--- src/rtl/swm_pkg.sv ---
package swm_pkg;

    localparam int SAMPLE_W = 32;
    localparam int POS_W    = 32;
    localparam int CFG_W    = 7;

    typedef logic signed [SAMPLE_W-1:0] sample_t;
    typedef logic [POS_W-1:0]           pos_t;
    typedef logic [CFG_W-1:0]           cfg_t;

    // packed so that window_max lands in the low bits of the output tdata
    typedef struct packed {
        pos_t    window_end;
        sample_t window_max;
    } result_t;

endpackage

--- src/rtl/swm_obuf.sv ---
module swm_obuf (
    input  logic             clk,
    input  logic             rst_n,
    input  logic             load,
    input  swm_pkg::result_t load_data,
    output logic             room,
    output logic             out_valid,
    input  logic             out_ready,
    output swm_pkg::result_t out_data
);
    import swm_pkg::*;

    logic    valid_reg;
    logic    valid_next;
    result_t data_reg;

    // room for a new result when empty or when the held one leaves this cycle
    assign room = !valid_reg || out_ready;

    always_comb
    begin
        valid_next = valid_reg;
        if (load)
        begin
            valid_next = 1'b1;
        end
        else if (out_ready)
        begin
            valid_next = 1'b0;
        end
    end

    always_ff @(posedge clk or negedge rst_n)
    begin
        if (!rst_n)
        begin
            valid_reg <= 1'b0;
        end
        else
        begin
            valid_reg <= valid_next;
        end
    end

    always_ff @(posedge clk)
    begin
        if (load)
        begin
            data_reg <= load_data;
        end
    end

    assign out_valid = valid_reg;
    assign out_data  = data_reg;

endmodule
--- config.mk ---
export PLATFORM = sky130hd
export DESIGN_NAME = swm_obuf
export DESIGN_NICKNAME = d
export VERILOG_FILES = /design/src/rtl/swm_pkg.sv /design/src/rtl/swm_obuf.sv
export SDC_FILE = /design/constraint.sdc
export NUM_CORES = 1
export LEC_CHECK = 0
export ABC_AREA = 1
export BUFFER_PORTS_ARGS = -buffer_cell sky130_fd_sc_hd__buf_2
export CORE_MARGIN = 2
export CORE_UTILIZATION = 30
export DETAILED_ROUTE_END_ITERATION = 8
export PLACE_DENSITY_LB_ADDON = 0.2
export SYNTH_ARGS = -nofsm -noshare
export SYNTH_HDL_FRONTEND = slang
export SYNTH_SLANG_ARGS = --single-unit
--- constraint.sdc ---
create_clock -name clk -period 2.1 [get_ports clk]
set_clock_uncertainty 0.15 [all_clocks]
set_input_delay 0.21 -clock clk [delete_from_list [all_inputs] [get_ports clk]]
set_output_delay 0.21 -clock clk [all_outputs]
set_load 0.1 [all_outputs]
After elaboration in Yosys (flattened, before gate mapping)
Cells that the tools add are included.
{ "op_classes": {"muxes": 2, "n_reduce_logical": 3} }
{ "ops": {"columns": ["op", "count"], "rows": [
  ["$mux W1", 2],
  ["$reduce_bool A2 Y1", 1],
  ["$logic_not A1 Y1", 1],
  ["$logic_or A1 B1 Y1", 1]
]} }
{ "word_totals": {"wordCells": 8, "out_inout_bits": 66, "regBits": 65} }

Longest topological paths before layout
Gate-level depths: netlist (run 1).
{ "depth": {"ltp_word": 2, "depth_mapped": 3, "depth_no_buf": 3} }

Worst setup path after synthesis (run 1)
No wires, ideal clock.
{ "synth_path": {"path_type": "reg-to-reg", "from": "register out_valid (netlist name)", "to": "register valid_reg, in the netlist out_valid", "stages_incl_launch_ff": 3, "t_arrival_ns": 1.619, "path_slack_ns": 0.254, "path_buffers": 0, "cell_sequence": "dfrtp_1 nand2_2 nand2_2"} }
{ "synth_lines": {"columns": ["item", "line", "source"], "rows": [
  ["to (signal assigned)", "swm_obuf.sv:41", "valid_reg <= valid_next;"],
  ["to (decl)", "swm_obuf.sv:13", "logic valid_reg;"]
]} }

Worst setup path after layout (run 1)
{ "layout_path": {"from": "input port out_ready", "to": "output port room"} }
{ "layout_via": {"elab_chain_cells": 1} }
{ "layout_rtl": {"columns": ["item", "line", "source"], "rows": [
  ["from (decl)", "swm_obuf.sv:8", "input logic out_ready,"],
  ["$logic_or A1 B1 Y1", "swm_obuf.sv:18", "assign room = !valid_reg || out_ready;"],
  ["to (decl)", "swm_obuf.sv:6", "output logic room,"]
]} }
Every way passes these cells.

==> results of run 1 <==
## power breakdown
group	internal, uW	switching, uW
registers	1540	22.8
clock network	530	435
logic	191	834
## registers in the layout, summed over array words and instances (netlist names)
register	flops
out_data	64
out_valid	1
## layer usage
layer | wire length, um | up-vias | global-route usage (%)
li1 | - | 696 | -
met1 | 1830 | 657 | 14.4
met2 | 2320 | 86 | 23.3
met3 | 454 | 10 | 6.42
met4 | 91 | 0 | 6.93
met5 | 0 | - | 0
## worst register-to-register path, cell delays in order (launching register included)
cell	delay [ns]
dfrtp_1	0.39
nand2_2	0.09
nand2_2	0.04
## final timing paths
path,cells past startpoint,slack [ns],start,end
max,5,0.37,out_ready,room
min,2,0.04,rst_n,out_valid$_DFFE_PN0P_
max reg2reg,2,1.33,out_valid$_DFFE_PN0P_,out_valid$_DFFE_PN0P_
min reg2reg,2,0.36,out_valid$_DFFE_PN0P_,out_valid$_DFFE_PN0P_
max in group asynchronous,2,1.67,rst_n,out_valid$_DFFE_PN0P_
min in group clk,2,0.29,load,out_data[14]$_DFFE_PP_
## cells in the final DEF (no fill, tap or decap), drive strengths merged
master / instances
buf: 135
bufinv: 1
clkbuf: 10
clkinv: 4
dfrtp: 1
dlygate4sd3: 66
edfxtp: 64
inv: 2
nand2: 2
## layout make-up
class / instances / area, um2 / area share, %
Clock buffer: 10 / 128 / 3.57
Clock inverter: 5 / 47.5 / 1.33
Inverter: 2 / 7.51 / 0.210
Multi-Input combinational cell: 2 / 12.5 / 0.350
Sequential cell: 65 / 1950 / 54.4
Tap cell: 77 / 96.3 / 2.69
Timing Repair Buffer: 201 / 1340 / 37.5
## cells by family after synthesis
logic type / after synthesis / share of synthesized area [%]
flip-flops: 65 / 99.0
AND/OR/NAND/NOR: 2 / 0.636
buffers and inverters: 2 / 0.382
## through the flow
step	std cells	area [um2]	worst slack [ns]	total power, uW	hold slack [ns]
floorplan	69	1970	0.254	2340	-0.236
global placement	281	2740	0.880	2510	-0.164
detailed placement	281	2740	0.878	2520	-0.163
CTS	362	3580	0.387	3590	0.00837
global route	362	3580	0.334	3680	0.0404
finish	362	3580	0.370	3550	0.0439
==> qor.yml, run 1 <==
sta:
  period_needed_ns: 1.73
  rsz0062_at_grt: "false"
  setup_viol: 0
  max_freq_mhz: 578
  finalSetupTns_ns: 0
  drv_slew: 0
  finalCritPeriodShare_pct: 82.4
  hold_viol: 0
  relSlewSlack_pct: 66.4
  worst_pin_slew_ns: 0.507
clocking:
  cts_buffer_depth: 2
  cts_resized: 0
  hold_buffers: 66
  numCtsBuffers: 9
  root_buffer: "clkbuf_8"
  cts.clk_slew.worst_paths_ns: 0.06
  clock-sinks: 65
  post_cts_buffers: 0
  cts_tree: "done"
  clk_latency_ns: 0.32
  h-tree-depth: 3
detailed_routing:
  first_iter_violations: 30
  drtAntennaViolNets: 0
  routed_via_density: 4.00
  drtPass1Iterations: 4
  wl_per_cell_um: 13.0
  drt-total-wl_um: 4700
  post-route-drc-count: 0
  num_vias: 1449
placement:
  gp_congestion: 0.643
  hpwl_um: 2820
  port_buffers: 133
critical_path:
  path_cells: "dlygate4sd3_1, buf_2, inv_1, nand2_2, buf_2"
  crit_buf_inv: 4
  start_kind: "input pin"
  crit_family: "buffers and inverters"
  slowest_delay_ns: 0.53
  worstSetupEndpointType: "primary output"
  path_common_cell: "buf_2"
  path_max_fanout: 2
  critical_path_class: "input pin to primary output"
  crit_arrival_ns: 1.37
  critPathRequiredTime_ns: 1.74
  slowest_stage: "dlygate4sd3_1"
global_routing:
  grt_max_degree: 34
  grt_pass1_wl_um: 7390
  grt_usage_pct: 13.8
  overflow: 0
  antenna_found_initial: 0
  grt_pass1_vias: 1609
pwr:
  leakagePower_uw: 0.00155
  ir_worst_vdd_v: 0.000661
  power_density_nw_per_um2: 992
yosys:
  synth_area_um2: 1970
  yosys-top-cells-area: "edfxtp_1 98%, dfrtp_1 1.3%, nand2_2 0.64%"
  yosys_warnings: 0
  ys_top_cells_by_count: "64 x edfxtp_1, 2 x inv_1, 2 x nand2_2"
  synth_top_area_cell: "edfxtp_1"
  synthArstFlopShare_pct: 1.54
  synth.most_common_cell: "edfxtp_1"
  avgSynthCellArea_um2: 28.5
  postSynthCellCount: 69
  yosysUniqueCellTypes: 4
  yosysSeqAreaShare_pct: 99.0
  ys_ff_latch: 65
  synthDominantCellAreaShare_pct: 97.7
  synthFlopType: "edfxtp_1"
  synth_nets: 137
  synth_edf_count: 64
floorplan:
  die_w_um: 85.0
  rows: 29
  ios: 134
  die_y_um: 85.0
  dieArea_um2: 7220
  placeableCoreArea_um2: 6350
  start_util_pct: 31.0
run:
  cap_viol_max_count: 0
finish:
  antenna_cells: 0
  syn2layout_area_growth_pct: 82.0
  drive_above_1_share_pct: 52.3
  fin_nets: 349
  final_util_pct: 56.4
  fillers: 513
hold_path:
  hp-class: "input pin to asynchronous set/reset pin"
outcome:
  status: "finished, final reports clean"
No activity file was read; power rests on OpenSTA's default activity.
==> run 2: changes to the inputs <==
- clock period: 2.1 -> 1.7 ns (I/O delays scaled with it)
==> run 2 against run 1 <==
Flip-flop and latch count is the same. Hold slack better by 0.13 ns. Total power up 20%. Register-to-register slack got worse by 0.41 ns. Die area is the same. Clock-buffer cell count grew 2. Final area grew 0.17%. Non-clock buffer count is 1 higher. Utilization grew 0.099 points. Sequential power is 24% higher. Critical path type unchanged. Sequential share of layout area fell by 0.060 points. Critical endpoint unchanged.
==> qor.yml, run 2 (synthesis results as in run 1) <==
outcome:
  status: "finished, final reports clean"
pwr:
  power.switching_uw: 1600
  comb_power_share_pct: 29.9
  leakagePower_uw: 0.00155
  p_int_uw: 2660
  clkPwrFrac_pct: 24.8
  power_uw: 4260
  ir_worst_vdd_v: 0.000651
  pwr-share-seq_pct: 45.3
  power_density_nw_per_um2: 1190
  switching_share_pct: 37.5
floorplan:
  ios: 134
  placeableCoreArea_um2: 6350
  dieArea_um2: 7220
  die_w_um: 85.0
  start_util_pct: 31.0
  die_y_um: 85.0
  rows: 29
clocking:
  root_buffer: "clkbuf_8"
  cts_buffer_depth: 2
  numCtsBuffers: 9
  h-tree-depth: 3
  clock-sinks: 65
  clk_latency_ns: 0.32
  cts.clk_slew.worst_paths_ns: 0.07
  cts_tree: "done"
sta:
  finalSetupTns_ns: 0
  worst_pin_slew_ns: 0.501
  max_freq_mhz: 642
  drv_slew: 0
  hold_viol: 0
  period_needed_ns: 1.56
  setup_viol: 0
  rsz0062_at_grt: "false"
  relSlewSlack_pct: 66.8
  finalCritPeriodShare_pct: 91.6
finish:
  drive_above_1_share_pct: 52.6
  final_util_pct: 56.5
  syn2layout_area_growth_pct: 82.3
  final_cell_mix: "132 x buf_2, 67 x dlygate4sd3_1, 64 x edfxtp_1"
  fin_nets: 350
  antenna_cells: 0
  largest_reg_flops: 64
  multi_input_area_um2: 12.5
  fillers: 504
  fin_cells: 364
  final_common_cell: "buf_2"
  register_area_um2: 1950
critical_path:
  crit_family: "buffers and inverters"
  start_kind: "input pin"
  slowest_stage: "dlygate4sd3_1"
  crit_buf_inv: 4
  path_cells: "dlygate4sd3_1, buf_2, inv_1, nand2_2, clkbuf_4"
  worstSetupEndpointType: "primary output"
  path_max_fanout: 2
  slowest_delay_ns: 0.52
  critPathRequiredTime_ns: 1.38
  critical_path_class: "input pin to primary output"
  crit_arrival_ns: 1.24
global_routing:
  grt_usage_pct: 13.3
  grt_max_degree: 41
  grt_pass1_vias: 1560
  antenna_found_initial: 0
  overflow: 0
  grt_pass1_wl_um: 7210
placement:
  gp_congestion: 0.654
  dp.cells: 281
  port_buffers: 133
detailed_routing:
  drtAntennaViolNets: 0
  first_iter_violations: 41
  drtPass1Iterations: 4
  drt-total-wl_um: 4660
  num_vias: 1453
  post-route-drc-count: 0
  routed_via_density: 3.99
  wl_per_cell_um: 12.8
run:
  cap_viol_max_count: 0
hold_path:
  hp-class: "input pin to flop"
## run 2: power groups by stage
stage	Clock, uW	Combinational (uW)	Sequential [uW]
2_1_floorplan	0	16.0	2880
3_3_place_gp	0	1150	1960
3_5_place_dp	0	1150	1960
4_1_cts	1100	1270	1930
5_1_grt	1170	1310	1940
6_report	1060	1270	1930
## run 2: worst paths after layout
| check | from | endpoint | slack [ns] | cells past startpoint |
|---|---|---|---|---|
| min in group asynchronous | rst_n | out_valid$_DFFE_PN0P_ | 0.53 | 3 |
| max in group asynchronous | rst_n | out_valid$_DFFE_PN0P_ | 0.75 | 3 |
| worst min-delay path | load | out_data[10]$_DFFE_PP_ | 0.17 | 2 |
| worst min register to register | out_valid$_DFFE_PN0P_ | out_valid$_DFFE_PN0P_ | 0.35 | 2 |
| worst max register to register | out_valid$_DFFE_PN0P_ | out_valid$_DFFE_PN0P_ | 0.92 | 2 |
| worst max-delay path | out_ready | room | 0.14 | 5 |
## run 2: cell type report
class | instances | share of cell area (%)
Timing Repair Buffer | 202 | 38.1
Clock buffer | 12 | 3.77
Inverter | 2 | 0.209
Tap cell | 77 | 2.69
Clock inverter | 4 | 0.558
Multi-Input combinational cell | 2 | 0.349
Sequential cell | 65 | 54.3
## run 2: routing by layer
| metal | GRT usage, % | up-vias | part of all wire, % |
|---|---|---|---|
| li1 | - | 701 | - |
| met1 | 15.1 | 641 | 41 |
| met2 | 21.5 | 101 | 46 |
| met3 | 5.54 | 10 | 12 |
| met4 | 6.93 | 0 | 1.8 |
| met5 | 0 | - | 0 |
## run 2: stage by stage
stage          worst slack (ns)  instance area [um2]  hold slack (ns)
2_1_floorplan             0.211                 1970           -0.276
3_3_place_gp              0.504                 2760           -0.205
3_5_place_dp              0.503                 2760           -0.202
4_1_cts                  0.0740                 3580            0.169
5_1_grt                  0.0699                 3590            0.174
6_report                  0.142                 3590            0.171
## run 2: timing repair
item | in CTS | in global routing
setup buffers | 0 | 0
endpoints found under the setup margin | 0 | 1
gates resized for setup | 0 | 1
endpoints found under the hold margin | 66 | 0
hold buffers | 67 | 0
## run 2: worst register-to-register path: stages, from the launching register on
cell and delay (ns):
dfrtp_2 0.41, nand2_2 0.08, nand2_2 0.04
