--- src/rtl/swm_pkg.sv ---
package swm_pkg;

    localparam int SAMPLE_W = 32;
    localparam int POS_W    = 32;
    localparam int CFG_W    = 7;

    typedef logic signed [SAMPLE_W-1:0] sample_t;
    typedef logic [POS_W-1:0]           pos_t;
    typedef logic [CFG_W-1:0]           cfg_t;

    // packed so that window_max lands in the low bits of the output tdata
    typedef struct packed {
        pos_t    window_end;
        sample_t window_max;
    } result_t;

endpackage

--- src/rtl/swm_cell.sv ---
module swm_cell (
    input  logic             clk,
    input  logic             shift_en,
    input  swm_pkg::sample_t sample,
    input  swm_pkg::sample_t prev_max,
    output swm_pkg::sample_t run_max
);
    import swm_pkg::*;

    sample_t run_max_reg;
    sample_t run_max_next;

    // running max over one more sample than the neighbor held
    always_comb
    begin
        if (sample > prev_max)
        begin
            run_max_next = sample;
        end
        else
        begin
            run_max_next = prev_max;
        end
    end

    always_ff @(posedge clk)
    begin
        if (shift_en)
        begin
            run_max_reg <= run_max_next;
        end
    end

    assign run_max = run_max_reg;

endmodule

--- config.mk ---
export PLATFORM = sky130hd
export DESIGN_NAME = swm_cell
export DESIGN_NICKNAME = d
export VERILOG_FILES = /design/src/rtl/swm_pkg.sv /design/src/rtl/swm_cell.sv
export SDC_FILE = /design/constraint.sdc
export NUM_CORES = 1
export LEC_CHECK = 0
export BUFFER_PORTS_ARGS = -buffer_cell sky130_fd_sc_hd__clkbuf_2
export CAP_MARGIN = 5
export CORE_ASPECT_RATIO = 0.75
export CORE_MARGIN = 2
export CORE_UTILIZATION = 44
export DETAILED_ROUTE_END_ITERATION = 16
export PLACE_DENSITY_LB_ADDON = 0.05
export SYNTH_ARGS = -nofsm -noshare
export SYNTH_HDL_FRONTEND = slang
export SYNTH_SLANG_ARGS = --single-unit
export TNS_END_PERCENT = 5
--- constraint.sdc ---
create_clock -name clk -period 2.7 [get_ports clk]
set_input_delay 0.135 -clock clk [delete_from_list [all_inputs] [get_ports clk]]
set_output_delay 0.135 -clock clk [all_outputs]
set_load 0.01 [all_outputs]
==> Yosys cells after proc, flatten, opt, wreduce, memory -nomap -nowiden <==
Cells that the tools add are included.
{ "word_totals": {"input_bits": 66, "word_cells": 3, "reg_bits": 32, "out_inout_bits": 32} }
{ "classes": {"magnitude_cmp": 1, "n_mux": 1} }
{ "op_table": {"columns": ["op", "n"], "rows": [
  ["32-bit > comparator", 1],
  ["32-bit 2-to-1 mux", 1]
]} }

==> Logic depth before layout (Yosys ltp) <==
Gate-level depths: netlist (run 1).
{ "depth": {"depth_word": 2, "ltp_mapped": 10, "mapped_depth_nobuf": 9} }

==> Least setup slack after synthesis (run 1) <==
Ideal clock, no wire load.
{ "synth_timing": {"kind": "input port to flip-flop", "startpoint": "input prev_max[31]", "endpoint": "register run_max_reg[10] (netlist: run_max[10]), data pin", "setup_ns": 0.260, "slack_ns": 0.073, "stages": 10, "path_buffers": 1, "arrival_time_ns": 2.367, "required_ns": 2.440, "cell_sequence": "inv_1 -> ha_1 -> nand4_2 -> nor4_4 -> nand4_2 -> or3_1 -> o2111ai_1 -> o221a_4 -> buf_12 -> mux2_4"} }
{ "synth_via": {"elab_chain_cells": 2} }
{ "synth_rtl": {"columns": ["element", "line", "rtl"], "rows": [
  ["start: declaration", "swm_cell.sv:5", "input swm_pkg::sample_t prev_max,"],
  ["32-bit > comparator", "swm_cell.sv:16", "if (sample > prev_max)"],
  ["32-bit 2-to-1 mux", "swm_cell.sv:16", null],
  ["via run_max_next[10]", "swm_cell.sv:11", "sample_t run_max_next;"],
  ["end signal: assignment", "swm_cell.sv:30", "run_max_reg <= run_max_next;"],
  ["end: declaration", "swm_cell.sv:10", "sample_t run_max_reg;"]
]} }
The timed path passes the listed nets, and every way through them passes these cells.
A chain may end at the register's enable or synchronous reset.

==> Worst setup path in the final report (run 1) <==
{ "layout_timing": {"startpoint": "input prev_max[27]", "endpoint": "register run_max_reg[13] (netlist: run_max[13]), data pin"} }
Same word-level chain as after synthesis.

==> flow_metrics.env, run 1 <==
export IMPL_leakagePower_nw=1.64
export IMPL_ys_ff_latch=32
export IMPL_drt_iter0_markers=49
export IMPL_pwr_share_comb=0.316
export IMPL_finalSetupViolations=0
export IMPL_worst_pin_slew_ns=0.836
export IMPL_cts_clk_slew_worst_paths_ns=0.07
export IMPL_cap_viol_max_count=0
export IMPL_period_minus_slack_ns=2.47
export IMPL_drc=0
export IMPL_fin_tns_setup_ns=0
export IMPL_cts_buffer_depth=2
export IMPL_antenna_found_initial=0
export IMPL_fillers=473
export IMPL_cts_made_buffers=5
export IMPL_start_kind="input port"
export IMPL_critPathArrivalTime_ns=2.50
export IMPL_avgSynthCellArea_um2=13.1
export IMPL_synthFlopType="edfxtp_1"
export IMPL_numPortBuffers=97
export IMPL_syn2layout_area_growth_pct=29.8
export IMPL_maxSlewViolCount=0
export IMPL_hold_worst_slack_ns=0.172
export IMPL_path_class="input port to flip-flop"
export IMPL_cp_required_ns=2.73
export IMPL_p_per_area_nw_per_um2=466
export IMPL_clock_sinks=32
export IMPL_hp_class="input port to flip-flop"
export IMPL_fin_crit_sh=0.914
export IMPL_cts_root_buf="clkbuf_8"
export IMPL_synth_most_common_cell="inv_1"
export IMPL_synthArstFlopShare=0
export IMPL_max_vdd_ir_drop_mv=0.207
export IMPL_rsz0062_at_grt="false"
export IMPL_slew_headroom=0.443
export IMPL_ctsHoldBuffers=0
export IMPL_syn_area_um2=2350
export IMPL_yosysSeqAreaShare=0.409
export IMPL_io_pins=98
export IMPL_p_int_mw=1.04
export IMPL_grt_first_pass_wirelength_um=6820
export IMPL_design_core_area_um2=5240
export IMPL_yosys_area_top_type="edfxtp_1"
export IMPL_hold_path_cell_count=2
export IMPL_multi_input_area_um2=1200
export IMPL_seq_power_share=0.446
export IMPL_antennaDiodeCount=0
export IMPL_seqCellArea_um2=961
export IMPL_pwr_share_clk=0.238
export IMPL_synth_common_cells="inv_1 (34), edfxtp_1 (32), ha_1 (32)"
export IMPL_die_area_um2=5950
export IMPL_routed_via_density=4.60
export IMPL_cts_tree="built"
export IMPL_synth_nets=278
export IMPL_hpwl_um=3680
export IMPL_gp_congestion=0.731
export IMPL_p_switching_uw=384
export IMPL_synth_enable_flop_cells=32
export IMPL_cts_setup_buffers=0
export IMPL_cp_max_fo=14
export IMPL_start_util=0.449
export IMPL_syn_inst=180
export IMPL_overflow=0
export IMPL_ant_nets=0
export IMPL_end_kind="flip-flop"
export IMPL_drt_pass1_iter_count=4
export IMPL_largest_register_ffs=32
export IMPL_status="complete, no violations"
export IMPL_ys_warn_count=0
export IMPL_grt_max_degree=33
export IMPL_cts_resized=0
export IMPL_synth_area_leaders="edfxtp_1 (41%), mux2_4 (19%), ha_1 (17%), inv_1 (5.4%), buf_12 (2.6%)"
export IMPL_grt_util_all_layers=0.155
export IMPL_finalWirelength_um=4480
export IMPL_max_freq_ghz=0.405
export IMPL_htree_levels=2
export IMPL_drive_above_1_share=0.510
export IMPL_grt_pass1_vias=1514
export IMPL_vias=1678
export IMPL_die_h_um=67.3
export IMPL_die_w_um=88.4
export IMPL_synth_top_cell_area_share=0.409
export IMPL_nets=388
export IMPL_avgRoutedWirePerCell_um=12.3
export IMPL_rows=23
export IMPL_synth_distinct_cells=26
export IMPL_finalHoldViolations=0
export IMPL_netSwitchingFraction=0.271
path summary, 6_finish.rpt:
path / to / slack [ns] / from
min: run_max[28]$_DFFE_PP_ / 0.17 / prev_max[28]
max: run_max[13]$_DFFE_PP_ / 0.23 / prev_max[27]
power groups by stage:
stage / clock, mW / sequential [mW] / combinational (mW)
floorplan: 0 / 0.676 / 0.255
global placement: 0 / 0.646 / 0.449
detailed placement: 0 / 0.644 / 0.453
CTS: 0.351 / 0.635 / 0.455
global route: 0.372 / 0.640 / 0.496
finish: 0.338 / 0.634 / 0.449
cell usage in the layout (no fill, tap or decap):
cell       count
a2111oi_4      1
inv_1         34
and2_0         1
buf_12         3
nor2_1         1
o21a_1         1
o221a_4        1
or3_1          1
nor4_1         1
or2b_1         1
buf_4          6
nor3_1         1
a21oi_1       11
nand4_2        2
clkbuf_2      97
edfxtp_1      32
nand3_1        3
ha_1          32
a21o_1         3
a221o_1        1
nand2_1        9
clkinv_1       2
nor4_4         1
o21ai_0        2
mux2_4        30
clkbuf_8       5
nand4_1        3
a221oi_1       2
o2111ai_1      1
mux2_2         2
final cells by class:
class                   count  share of cell area
clock buffers               5              0.0226
flip-flops and latches     32               0.315
inverters                  34              0.0418
clock inverters             2             0.00246
multi-input cells         111               0.394
well taps                  75              0.0308
repair buffers            106               0.194
logic make-up (layout without fill, tap and decap cells):
group / count (synthesis) / after routing / share of synthesized area
adder cells (fa/ha/maj): 32 / 32 / 0.170
AND/OR/NAND/NOR: 24 / 24 / 0.0634
buffers and inverters: 37 / 147 / 0.0799
flip-flops: 32 / 32 / 0.409
AO/OA/AOI/OAI: 23 / 23 / 0.0761
multiplexers: 32 / 32 / 0.201
metrics by stage:
stage          worst slack (ns)  cells   util  cell area [µm²]  power, mW
2_1_floorplan            0.0732    180      -             2350      0.931
3_3_place_gp            0.00234    358  0.568             2970       1.09
3_5_place_dp            -0.0743    358  0.568             2970       1.10
4_1_cts                   0.214    365  0.582             3050       1.44
5_1_grt                  0.0662    365  0.582             3050       1.51
6_report                  0.232    365  0.582             3050       1.42
metal layers:
metal	share of wire	wire, µm	GRT usage	vias up
li1	-	-	-	879
met1	0.50	2260	0.225	737
met2	0.41	1850	0.226	57
met3	0.070	314	0.0428	5
met4	0.011	50	0.0455	0
met5	0	0	0	-
worst max-delay path, stage by stage:
cell	delay, ns
clkbuf_2	0.09
inv_1	0.04
ha_1	0.28
nand4_1	0.19
nor4_4	0.34
nand4_2	0.14
or3_1	0.38
o2111ai_1	0.12
o221a_4	0.28
buf_12	0.18
mux2_4	0.31
No activity file was read; power rests on OpenSTA's default activity.
==> inputs of run 2 (changes only) <==
--- a/config.mk
+++ b/config.mk
@@ -11,7 +11,7 @@
 export CORE_MARGIN = 2
 export CORE_UTILIZATION = 44
 export DETAILED_ROUTE_END_ITERATION = 16
-export PLACE_DENSITY_LB_ADDON = 0.05
+export PLACE_DENSITY = 0.86
 export SYNTH_ARGS = -nofsm -noshare
 export SYNTH_HDL_FRONTEND = slang
 export SYNTH_SLANG_ARGS = --single-unit
==> flow_metrics.env, run 2 (synthesis gave the netlist of run 1 again) <==
export IMPL_start_kind="input port"
export IMPL_hpwl_um=4020
export IMPL_grt_max_degree=33
export IMPL_max_freq_ghz=0.393
export IMPL_grt_util_all_layers=0.161
export IMPL_p_per_area_nw_per_um2=471
export IMPL_cts_buffer_depth=2
export IMPL_grt_first_pass_wirelength_um=7170
export IMPL_cts_root_buf="clkbuf_8"
export IMPL_clock_sinks=32
export IMPL_max_vdd_ir_drop_mv=0.166
export IMPL_seqCellArea_um2=961
export IMPL_critPathArrivalTime_ns=2.58
export IMPL_cts_tree="built"
export IMPL_fin_crit_sh=0.943
export IMPL_design_core_area_um2=5240
export IMPL_avgRoutedWirePerCell_um=13.3
export IMPL_io_pins=98
export IMPL_cts_resized=0
export IMPL_vias=1698
export IMPL_drive_above_1_share=0.515
export IMPL_grt_pass1_vias=1620
export IMPL_gp_congestion=0.759
export IMPL_cp_max_fo=12
export IMPL_total_power_mw=1.44
export IMPL_worst_pin_slew_ns=0.837
export IMPL_rsz0062_at_grt="false"
export IMPL_largest_register_ffs=32
export IMPL_ctsHoldBuffers=0
export IMPL_htree_levels=2
export IMPL_overflow=0
export IMPL_maxSlewViolCount=0
export IMPL_nets=388
export IMPL_period_minus_slack_ns=2.54
export IMPL_end_kind="flip-flop"
export IMPL_multi_input_area_um2=1200
export IMPL_die_area_um2=5950
export IMPL_finalSetupViolations=0
export IMPL_syn2layout_area_growth_pct=30.1
export IMPL_drt_iter0_markers=37
export IMPL_fillers=468
export IMPL_finalHoldViolations=0
export IMPL_path_class="input port to flip-flop"
export IMPL_cap_viol_max_count=0
export IMPL_cts_clk_slew_worst_paths_ns=0.07
export IMPL_cts_made_buffers=5
export IMPL_numPortBuffers=97
export IMPL_leakagePower_nw=1.65
export IMPL_most_common_layout_cells="clkbuf_2 (97), inv_1 (34), ha_1 (32), edfxtp_1 (32), mux2_4 (30)"
export IMPL_cp_required_ns=2.73
export IMPL_antennaDiodeCount=0
export IMPL_drc=0
export IMPL_finalWirelength_um=4860
export IMPL_cts_setup_buffers=0
export IMPL_die_w_um=88.4
export IMPL_rows=23
export IMPL_routed_via_density=4.64
export IMPL_hold_worst_slack_ns=0.167
export IMPL_status="complete, no violations"
export IMPL_start_util=0.449
export IMPL_final_common_cell="clkbuf_2"
export IMPL_slew_headroom=0.442
export IMPL_drt_pass1_iter_count=4
export IMPL_hp_class="input port to flip-flop"
export IMPL_antenna_found_initial=0
export IMPL_die_h_um=67.3
export IMPL_ant_nets=0
[run 2: changes by cell type in the layout (fill, tap and decap cells not counted)]
cell      previous run  this run
clkinv_1             2         1
clkinv_2             0         2
[run 2: through the flow]
step	cells	util	worst slack [ns]	area, µm²	TNS, ns
after floorplan	180	-	0.0732	2350	0
after global placement	358	0.568	-0.0527	2970	-0.576
after detailed placement	358	0.568	-0.147	2970	-3.52
after CTS	366	0.584	0.148	3060	0
after global routing	366	0.584	0.0274	3060	0
final	366	0.584	0.155	3060	0
[run 2: layer usage]
metal | up-vias | global-route usage | wire [µm]
met5 | - | 0 | 0
met4 | 0 | 0.0663 | 83
met3 | 11 | 0.0465 | 336
met2 | 65 | 0.277 | 2360
met1 | 743 | 0.191 | 2080
li1 | 879 | - | -
[run 2: cell type report]
| cell class | instances | share of cell area |
|---|---|---|
| multi-input combinational | 111 | 0.393 |
| timing repair buffer | 106 | 0.193 |
| clock inverter | 3 | 0.00450 |
| clock buffer | 5 | 0.0225 |
| tap | 75 | 0.0307 |
| inverter | 34 | 0.0418 |
| sequential | 32 | 0.314 |
[run 2: critical path, cell delays in order]
cell	delay, ns
clkbuf_2	0.09
inv_1	0.04
ha_1	0.29
nand4_1	0.19
nor4_4	0.39
nand4_2	0.14
or3_1	0.40
o2111ai_1	0.13
o221a_4	0.28
buf_12	0.17
mux2_2	0.33
[run 2: where the power goes]
| group | switching (mW) | internal (mW) | leakage [nW] |
|---|---|---|---|
| registers | 0.0157 | 0.619 | 0.313 |
| clock network | 0.176 | 0.175 | 0.0453 |
| logic | 0.205 | 0.249 | 1.29 |
[run 2: final timing paths]
path	startpoint	endpoint	slack, ns	depth (start not counted)
worst max-delay path	prev_max[26]	run_max[31]$_DFFE_PP_	0.16	11
worst min-delay path	prev_max[1]	run_max[1]$_DFFE_PP_	0.17	2
